**config.mk**
```make
export PLATFORM = sky130hd
export DESIGN_NAME = positional_list_store
export DESIGN_NICKNAME = d
export VERILOG_FILES = /design/src/rtl/plst_pkg.sv /design/src/rtl/positional_list_store.sv /design/src/rtl/plst_front.sv /design/src/rtl/plst_queue.sv /design/src/rtl/plst_back.sv
export SDC_FILE = /design/constraint.sdc
export NUM_CORES = 2
export LEC_CHECK = 0
export ABC_AREA = 1
export BUFFER_PORTS_ARGS = -buffer_cell sky130_fd_sc_hd__buf_2
export CAP_MARGIN = 25
export CORE_MARGIN = 2
export CORE_UTILIZATION = 45
export DETAILED_ROUTE_END_ITERATION = 16
export GPL_TIMING_DRIVEN = 0
export PLACE_DENSITY_LB_ADDON = 0.15
export REMOVE_ABC_BUFFERS = 1
export SLEW_MARGIN = 30
export SYNTH_ARGS = -nofsm -noshare
export SYNTH_HDL_FRONTEND = slang
export SYNTH_HIERARCHICAL = 1
export SYNTH_SLANG_ARGS = --single-unit
```
**constraint.sdc**
```tcl
create_clock -name clock -period 14.3 [get_ports clock]
set_input_delay 2.145 -clock clock [delete_from_list [all_inputs] [get_ports clock]]
set_output_delay 2.145 -clock clock [all_outputs]
set_load 0.01 [all_outputs]
```
**src/rtl/plst_pkg.sv**
```systemverilog
package plst_pkg;

   localparam int CAPACITY = 16;
   localparam int IDX_W    = $clog2(CAPACITY);
   localparam int LEN_W    = $clog2(CAPACITY + 1);
   localparam int DATA_W   = 32;

   typedef logic [IDX_W-1:0] idx_type;
   typedef logic [LEN_W-1:0] len_type;

   typedef enum logic [2:0] {
      KIND_INSERT_FRONT = 3'd0,
      KIND_INSERT_AT    = 3'd1,
      KIND_INSERT_END   = 3'd2,
      KIND_DELETE_FRONT = 3'd3,
      KIND_DELETE_AT    = 3'd4,
      KIND_DELETE_END   = 3'd5,
      KIND_READ_OUT     = 3'd6,
      KIND_CLEAR        = 3'd7
   } kind_type;

   typedef enum logic [1:0] {
      STATUS_OK    = 2'd0,
      STATUS_EMPTY = 2'd1,
      STATUS_RANGE = 2'd2,
      STATUS_FULL  = 2'd3
   } status_type;

   typedef enum logic [1:0] {
      OP_INSERT = 2'd0,
      OP_DELETE = 2'd1,
      OP_READ   = 2'd2,
      OP_CLEAR  = 2'd3
   } op_type;

   typedef enum logic [1:0] {
      PLACE_FRONT = 2'd0,
      PLACE_AT    = 2'd1,
      PLACE_END   = 2'd2
   } place_type;

   typedef enum logic {
      BK_IDLE = 1'b0,
      BK_READ = 1'b1
   } bk_state_type;

   typedef struct packed {
      kind_type                  kind;
      logic [4:0]                position;
      logic signed [DATA_W-1:0]  value;
   } req_type;

   typedef struct packed {
      status_type                status;
      logic signed [DATA_W-1:0]  element;
      idx_type                   element_index;
      len_type                   length;
      logic                      last;
   } rsp_type;

   typedef struct packed {
      op_type                    op;
      place_type                 place;
      logic [4:0]                position;
      logic signed [DATA_W-1:0]  value;
   } cmd_type;

   typedef struct packed {
      logic    valid;
      cmd_type cmd;
   } cmd_port_type;

endpackage

```
**src/rtl/positional_list_store.sv**
```systemverilog
// Bounded ordered list of signed 32-bit values held in shift cells.
// Request channel: drive req and raise start; the request is taken at a
// rising edge where start is high and busy is low. Busy rises while the
// two-entry command queue between the front end and the executor is full.
// Response channel: each response sits on rsp for one cycle with rsp_valid
// high; the receiver cannot stall it and must take it in that cycle.
// Insert, delete and clear give one response each: the request waits in the
// command queue and the executor registers its response when it takes it.
// These run at one request per cycle while no read out holds the executor.
// Read out gives one response per element, one per cycle, with last on the
// final one (one empty response for an empty list), and holds the executor.
// An error (empty, out of range, full) leaves the list unchanged.
// Reset empties the list and the queue and drops any pending response;
// no clearing pass is needed, as entries beyond the length are never read.
module positional_list_store (
   input  logic               clock,
   input  logic               reset,
   input  logic               start,
   output logic               busy,
   input  plst_pkg::req_type  req,
   output logic               rsp_valid,
   output plst_pkg::rsp_type  rsp
);

   logic                    queue_full;
   logic                    push;
   plst_pkg::cmd_type       push_cmd;
   logic                    pop;
   plst_pkg::cmd_port_type  head;

   plst_front u_front (
      .start      (start),
      .req        (req),
      .queue_full (queue_full),
      .busy       (busy),
      .push       (push),
      .push_cmd   (push_cmd)
   );

   plst_queue u_queue (
      .clock    (clock),
      .reset    (reset),
      .push     (push),
      .push_cmd (push_cmd),
      .pop      (pop),
      .full     (queue_full),
      .head     (head)
   );

   plst_back u_back (
      .clock     (clock),
      .reset     (reset),
      .head      (head),
      .pop       (pop),
      .rsp_valid (rsp_valid),
      .rsp       (rsp)
   );

endmodule

```
**src/rtl/plst_front.sv**
```systemverilog
module plst_front (
   input  logic               start,
   input  plst_pkg::req_type  req,
   input  logic               queue_full,
   output logic               busy,
   output logic               push,
   output plst_pkg::cmd_type  push_cmd
);

   assign busy = queue_full;
   assign push = start && !queue_full;

   always_comb begin
      push_cmd.position = req.position;
      push_cmd.value    = req.value;
      push_cmd.op       = plst_pkg::OP_CLEAR;
      push_cmd.place    = plst_pkg::PLACE_FRONT;
      case (req.kind)
         plst_pkg::KIND_INSERT_FRONT: begin
            push_cmd.op    = plst_pkg::OP_INSERT;
            push_cmd.place = plst_pkg::PLACE_FRONT;
         end
         plst_pkg::KIND_INSERT_AT: begin
            push_cmd.op    = plst_pkg::OP_INSERT;
            push_cmd.place = plst_pkg::PLACE_AT;
         end
         plst_pkg::KIND_INSERT_END: begin
            push_cmd.op    = plst_pkg::OP_INSERT;
            push_cmd.place = plst_pkg::PLACE_END;
         end
         plst_pkg::KIND_DELETE_FRONT: begin
            push_cmd.op    = plst_pkg::OP_DELETE;
            push_cmd.place = plst_pkg::PLACE_FRONT;
         end
         plst_pkg::KIND_DELETE_AT: begin
            push_cmd.op    = plst_pkg::OP_DELETE;
            push_cmd.place = plst_pkg::PLACE_AT;
         end
         plst_pkg::KIND_DELETE_END: begin
            push_cmd.op    = plst_pkg::OP_DELETE;
            push_cmd.place = plst_pkg::PLACE_END;
         end
         plst_pkg::KIND_READ_OUT: begin
            push_cmd.op    = plst_pkg::OP_READ;
         end
         default: begin
            push_cmd.op    = plst_pkg::OP_CLEAR;
         end
      endcase
   end

endmodule

```
**src/rtl/plst_queue.sv**
```systemverilog
module plst_queue (
   input  logic                    clock,
   input  logic                    reset,
   input  logic                    push,
   input  plst_pkg::cmd_type       push_cmd,
   input  logic                    pop,
   output logic                    full,
   output plst_pkg::cmd_port_type  head
);

   plst_pkg::cmd_type slot_ff [2];
   logic              wr_ptr_ff, wr_ptr_in;
   logic              rd_ptr_ff, rd_ptr_in;
   logic [1:0]        fill_ff, fill_in;

   assign full       = (fill_ff == 2'd2);
   assign head.valid = (fill_ff != 2'd0);
   assign head.cmd   = slot_ff[rd_ptr_ff];

   always_comb begin
      wr_ptr_in = push ? !wr_ptr_ff : wr_ptr_ff;
      rd_ptr_in = pop ? !rd_ptr_ff : rd_ptr_ff;
      fill_in   = fill_ff + {1'b0, push} - {1'b0, pop};
   end

   always_ff @(posedge clock) begin
      if (reset) begin
         wr_ptr_ff <= 1'b0;
         rd_ptr_ff <= 1'b0;
         fill_ff   <= 2'd0;
      end else begin
         wr_ptr_ff <= wr_ptr_in;
         rd_ptr_ff <= rd_ptr_in;
         fill_ff   <= fill_in;
      end
   end

   always_ff @(posedge clock) begin
      if (push) begin
         slot_ff[wr_ptr_ff] <= push_cmd;
      end
   end

endmodule

```
**src/rtl/plst_back.sv**
```systemverilog
module plst_back (
   input  logic                    clock,
   input  logic                    reset,
   input  plst_pkg::cmd_port_type  head,
   output logic                    pop,
   output logic                    rsp_valid,
   output plst_pkg::rsp_type       rsp
);

   logic signed [plst_pkg::DATA_W-1:0] entries_ff [plst_pkg::CAPACITY];
   logic signed [plst_pkg::DATA_W-1:0] entries_in [plst_pkg::CAPACITY];
   plst_pkg::len_type       count_ff, count_in;
   plst_pkg::idx_type       idx_ff, idx_in;
   plst_pkg::bk_state_type  state_ff, state_in;
   logic                    rsp_valid_ff, rsp_valid_in;
   plst_pkg::rsp_type       rsp_ff, rsp_in;
   plst_pkg::len_type       ins_pos;
   plst_pkg::len_type       del_pos;
   logic                    read_done;

   assign rsp_valid = rsp_valid_ff;
   assign rsp       = rsp_ff;
   assign read_done = ({1'b0, idx_ff} == count_ff - plst_pkg::len_type'(1));

   always_comb begin
      case (head.cmd.place)
         plst_pkg::PLACE_FRONT: begin
            ins_pos = '0;
            del_pos = '0;
         end
         plst_pkg::PLACE_END: begin
            ins_pos = count_ff;
            del_pos = count_ff - plst_pkg::len_type'(1);
         end
         default: begin
            ins_pos = head.cmd.position;
            del_pos = head.cmd.position;
         end
      endcase
   end

   always_comb begin
      state_in = state_ff;
      case (state_ff)
         plst_pkg::BK_IDLE: begin
            if (head.valid && head.cmd.op == plst_pkg::OP_READ
                && count_ff > plst_pkg::len_type'(1)) begin
               state_in = plst_pkg::BK_READ;
            end
         end
         plst_pkg::BK_READ: begin
            if (read_done) begin
               state_in = plst_pkg::BK_IDLE;
            end
         end
         default: begin
            state_in = plst_pkg::BK_IDLE;
         end
      endcase
   end

   always_comb begin
      entries_in           = entries_ff;
      count_in             = count_ff;
      idx_in               = idx_ff;
      pop                  = 1'b0;
      rsp_valid_in         = 1'b0;
      rsp_in.status        = plst_pkg::STATUS_OK;
      rsp_in.element       = '0;
      rsp_in.element_index = '0;
      rsp_in.length        = count_ff;
      rsp_in.last          = 1'b1;
      case (state_ff)
         plst_pkg::BK_IDLE: begin
            if (head.valid) begin
               pop          = 1'b1;
               rsp_valid_in = 1'b1;
               case (head.cmd.op)
                  plst_pkg::OP_INSERT: begin
                     if (ins_pos > count_ff) begin
                        rsp_in.status = plst_pkg::STATUS_RANGE;
                     end else if (count_ff ==
                                  plst_pkg::len_type'(plst_pkg::CAPACITY)) begin
                        rsp_in.status = plst_pkg::STATUS_FULL;
                     end else begin
                        if (ins_pos == '0) begin
                           entries_in[0] = head.cmd.value;
                        end
                        for (int i = 1; i < plst_pkg::CAPACITY; i++) begin
                           if (plst_pkg::len_type'(i) == ins_pos) begin
                              entries_in[i] = head.cmd.value;
                           end else if (plst_pkg::len_type'(i) > ins_pos) begin
                              entries_in[i] = entries_ff[i-1];
                           end
                        end
                        count_in      = count_ff + plst_pkg::len_type'(1);
                        rsp_in.length = count_in;
                     end
                  end
                  plst_pkg::OP_DELETE: begin
                     if (count_ff == '0) begin
                        rsp_in.status = plst_pkg::STATUS_EMPTY;
                     end else if (del_pos >= count_ff) begin
                        rsp_in.status = plst_pkg::STATUS_RANGE;
                     end else begin
                        for (int i = 0; i < plst_pkg::CAPACITY - 1; i++) begin
                           if (plst_pkg::len_type'(i) >= del_pos) begin
                              entries_in[i] = entries_ff[i+1];
                           end
                        end
                        count_in      = count_ff - plst_pkg::len_type'(1);
                        rsp_in.length = count_in;
                     end
                  end
                  plst_pkg::OP_READ: begin
                     if (count_ff == '0) begin
                        rsp_in.status = plst_pkg::STATUS_EMPTY;
                     end else begin
                        rsp_in.element = entries_ff[0];
                        rsp_in.last    = (count_ff == plst_pkg::len_type'(1));
                        idx_in         = plst_pkg::idx_type'(1);
                     end
                  end
                  default: begin
                     count_in      = '0;
                     rsp_in.length = '0;
                  end
               endcase
            end
         end
         plst_pkg::BK_READ: begin
            rsp_valid_in         = 1'b1;
            rsp_in.element       = entries_ff[idx_ff];
            rsp_in.element_index = idx_ff;
            rsp_in.last          = read_done;
            idx_in               = idx_ff + plst_pkg::idx_type'(1);
         end
         default: begin
         end
      endcase
   end

   always_ff @(posedge clock) begin
      if (reset) begin
         state_ff     <= plst_pkg::BK_IDLE;
         count_ff     <= '0;
         idx_ff       <= '0;
         rsp_valid_ff <= 1'b0;
      end else begin
         state_ff     <= state_in;
         count_ff     <= count_in;
         idx_ff       <= idx_in;
         rsp_valid_ff <= rsp_valid_in;
      end
   end

   always_ff @(posedge clock) begin
      entries_ff <= entries_in;
      rsp_ff     <= rsp_in;
   end

endmodule

```
==> impl_metrics.ini <==
[setup_path]
rrSetupSlack_ns = 8.66
worstSetupEndpointType = register
arrival_ns = 5.97
worstPathMaxFanout = 22
start_kind = register
ff2ff_path_depth = 19
critical_path_class = register to register
cp.required_ns = 14.63
r2r_end = u_back/entries_ff[212]$_DFFE_PP_

[yosys]
synth_cells = 4351
synth-compound-area-share_pct = 22.7
synth_seq_cells = 654
synthXorXnorAreaFrac_pct = 0.143
syn-cell-area_um2 = 36700
synth_cell_types = 40
muxShareOfSynthArea_pct = 1.67
synth_edf_count = 594
avgSynthCellArea_um2 = 8.44
yosys_most_used_dff = edfxtp_1
synthSimpleGateAreaFrac_pct = 13.3
synthAdderAreaFrac_pct = 0.545
synth_common_cells = nand2_1 (975), o21ai_0 (866), edfxtp_1 (594)
synth.top_cell.area_share_pct = 48.6
yosysTopAreaCell = edfxtp_1
synth_top_family_by_area = compound AO/OA/AOI/OAI gates
postSynth.asyncResetShare_pct = 0
yosys_warnings = 6
yosysMostFrequentCell = nand2_1
yosys-top-cells-area = edfxtp_1 (49%), o21ai_0 (12%), nand2_1 (10%)
ys_seq_area_share_pct = 51.8

[timing]
setup_slack_ns = 8.66
slew_viol_final = 0
rsz0062_at_grt = false
tightest_slew_ns = 0.895
setup_viol = 0
tns_ns = 0
slew-limit-headroom_pct = 40.3
skew_ns = 0.0222
fin_crit_ns = 5.64
fmax_mhz = 177
fin_crit_sh_pct = 39.4
hold_violations = 0

[hold_path]
min_path_cells = 2
hold_path_class = register to register
min_from = u_queue/rd_ptr_ff$_SDFFE_PP0P_

[placement]
globalplace.congestion = 0.804
port_buffers = 88
place_area_um2 = 39600
pre_cts_ws_ns = 8.69
hpwl_um = 77900

[power]
p_per_area_nw_per_um2 = 229
fin_total_pwr_mw = 9.62
p_leak_nw = 16.8
irDropWorstVdd_mv = 0.191

[floorplanning]
start_util_pct = 45.5
dieArea_um2 = 83900
std_cell_rows = 104
io_pins = 89
die_y_um = 290
coreArea_um2 = 80700
die_x_um = 290

[clock_network]
cts_tree = built
htree_levels = 3
clockBufferDepth = 3
cts_buffers = 76
cts_root_buffer = clkbuf_16
clkLatencyLatePin_ns = 0.64
holdBufCountCts = 0
postCtsSetupRepairBufs = 0
cts_resized = 0
clock-sinks = 654
clkTransAtPathRegs_ns = 0.06

[route]
post_drt_wl_per_cell_um = 23.1
vias = 32400
drt-pass1-iter-count = 6
drc = 0
ant_nets = 0
routed_wl_um = 124000
vias_per_cell = 6.03
drt_iter0_drc = 3998

[global_route]
grt_pass1_wl_um = 187000
grt_antenna_before_repair = 2
track_usage_pct = 29.4
grt_max_degree = 105
overflow = 0
grt_pass1_vias = 30300

[run]
cap_violations = 0

[layout]
n_antenna_cell = 0
final_util_pct = 52.1
syn_to_final_growth_pct = 14.6
final_layout_size_suffix_gt1_share_pct = 10.0
design_area_um2 = 42100
fin_nets = 4307

[run_status]
outcome = complete, no violations
==> sequential cells by signal, indices dropped and copies added (netlist names), named ones only <==
name	count
u_queue/rd_ptr_ff	1
u_queue/slot_ff	82
u_queue/wr_ptr_ff	1
u_back/rsp	44
u_back/idx_ff	4
u_back/entries_ff	512
u_back/state_ff	1
u_queue/fill_ff	2
u_back/count_ff	5
u_back/rsp_valid	1
==> power by group <==
| part | switching [mW] | internal [mW] |
|---|---|---|
| Clock | 0.820 | 1.12 |
| Sequential | 0.243 | 3.04 |
| Combinational | 2.91 | 1.49 |
| Total | 3.97 | 5.65 |
==> how the worst max path moves through the flow <==
stage,start,end,slack [ns],depth (start not counted)
3_5_place_dp,register,u_back/entries_ff[199]$_DFFE_PP_,8.69,19
6_report,register,u_back/entries_ff[212]$_DFFE_PP_,8.66,19
2_1_floorplan,register,u_back/entries_ff[320]$_DFFE_PP_,-2.09,9
4_1_cts,register,u_back/entries_ff[212]$_DFFE_PP_,8.71,19
5_1_grt,register,u_back/entries_ff[212]$_DFFE_PP_,8.41,19
3_3_place_gp,register,u_back/entries_ff[181]$_DFFE_PP_,-31.13,6
==> cells by family (layout without fill, tap and decap cells) <==
logic type / count (synthesis) / count (layout)
AO/OA/AOI/OAI: 1527 / 1527
AND/OR/NAND/NOR: 1234 / 1234
buffers and inverters: 873 / 833
flip-flops: 654 / 654
multiplexers: 41 / 41
adder cells (fa/ha/maj): 16 / 16
XOR/XNOR: 6 / 6
==> critical path: stages, from the launching register on <==
cell,delay [ns]
dfxtp_4,0.77
buf_12,0.28
mux2_4,0.34
nand2_4,0.13
inv_1,0.08
a21boi_0,0.40
inv_1,0.21
ha_1,0.34
nand2_1,0.07
nand2_1,0.04
nand2_1,0.05
nand3_1,0.22
nand2_1,0.19
nand3_1,0.10
a21oi_2,0.41
inv_1,0.28
nor3_2,0.75
buf_6,0.24
buf_4,0.20
buf_4,0.20
==> per-stage QoR <==
| stage | hold slack (ns) | std cells |
|---|---|---|
| after floorplan | 0.480 | 3955 |
| after global placement | 0.495 | 5103 |
| after detailed placement | 0.510 | 5230 |
| after CTS | 0.527 | 5371 |
| after global routing | 0.569 | 5371 |
| final | 0.517 | 5371 |
==> routing by layer <==
metal | vias to the layer above | part of all wire, % | track usage (%)
met5 | - | 0 | 0
met4 | 0 | 3.5 | 9.83
met3 | 258 | 11 | 5.11
met2 | 1790 | 43 | 43.9
met1 | 15500 | 43 | 43.3
li1 | 14900 | - | -
==> cell usage in the layout, fill, tap and decap left out, types with 59 or more instances in the layout <==
master	Yosys	routed
nand2_1	975	969
o21ai_0	866	866
edfxtp_1	594	594
inv_1	471	465
o22ai_1	244	244
a21oi_1	249	242
nand3_1	156	152
o211ai_1	131	131
buf_2	65	88
clkbuf_16	0	80
nor2_1	82	73
buf_16	0	59
==> area by class of cell <==
| cell class | instances | area [um^2] |
|---|---|---|
| clock buffer | 113 | 2200 |
| clock inverter | 28 | 244 |
| fill | 7574 | 38600 |
| inverter | 477 | 1820 |
| multi-input combinational | 2824 | 14400 |
| sequential | 654 | 19100 |
| tap | 1060 | 1330 |
| timing repair buffer | 215 | 3050 |
Power figures use the tool's default switching activity.
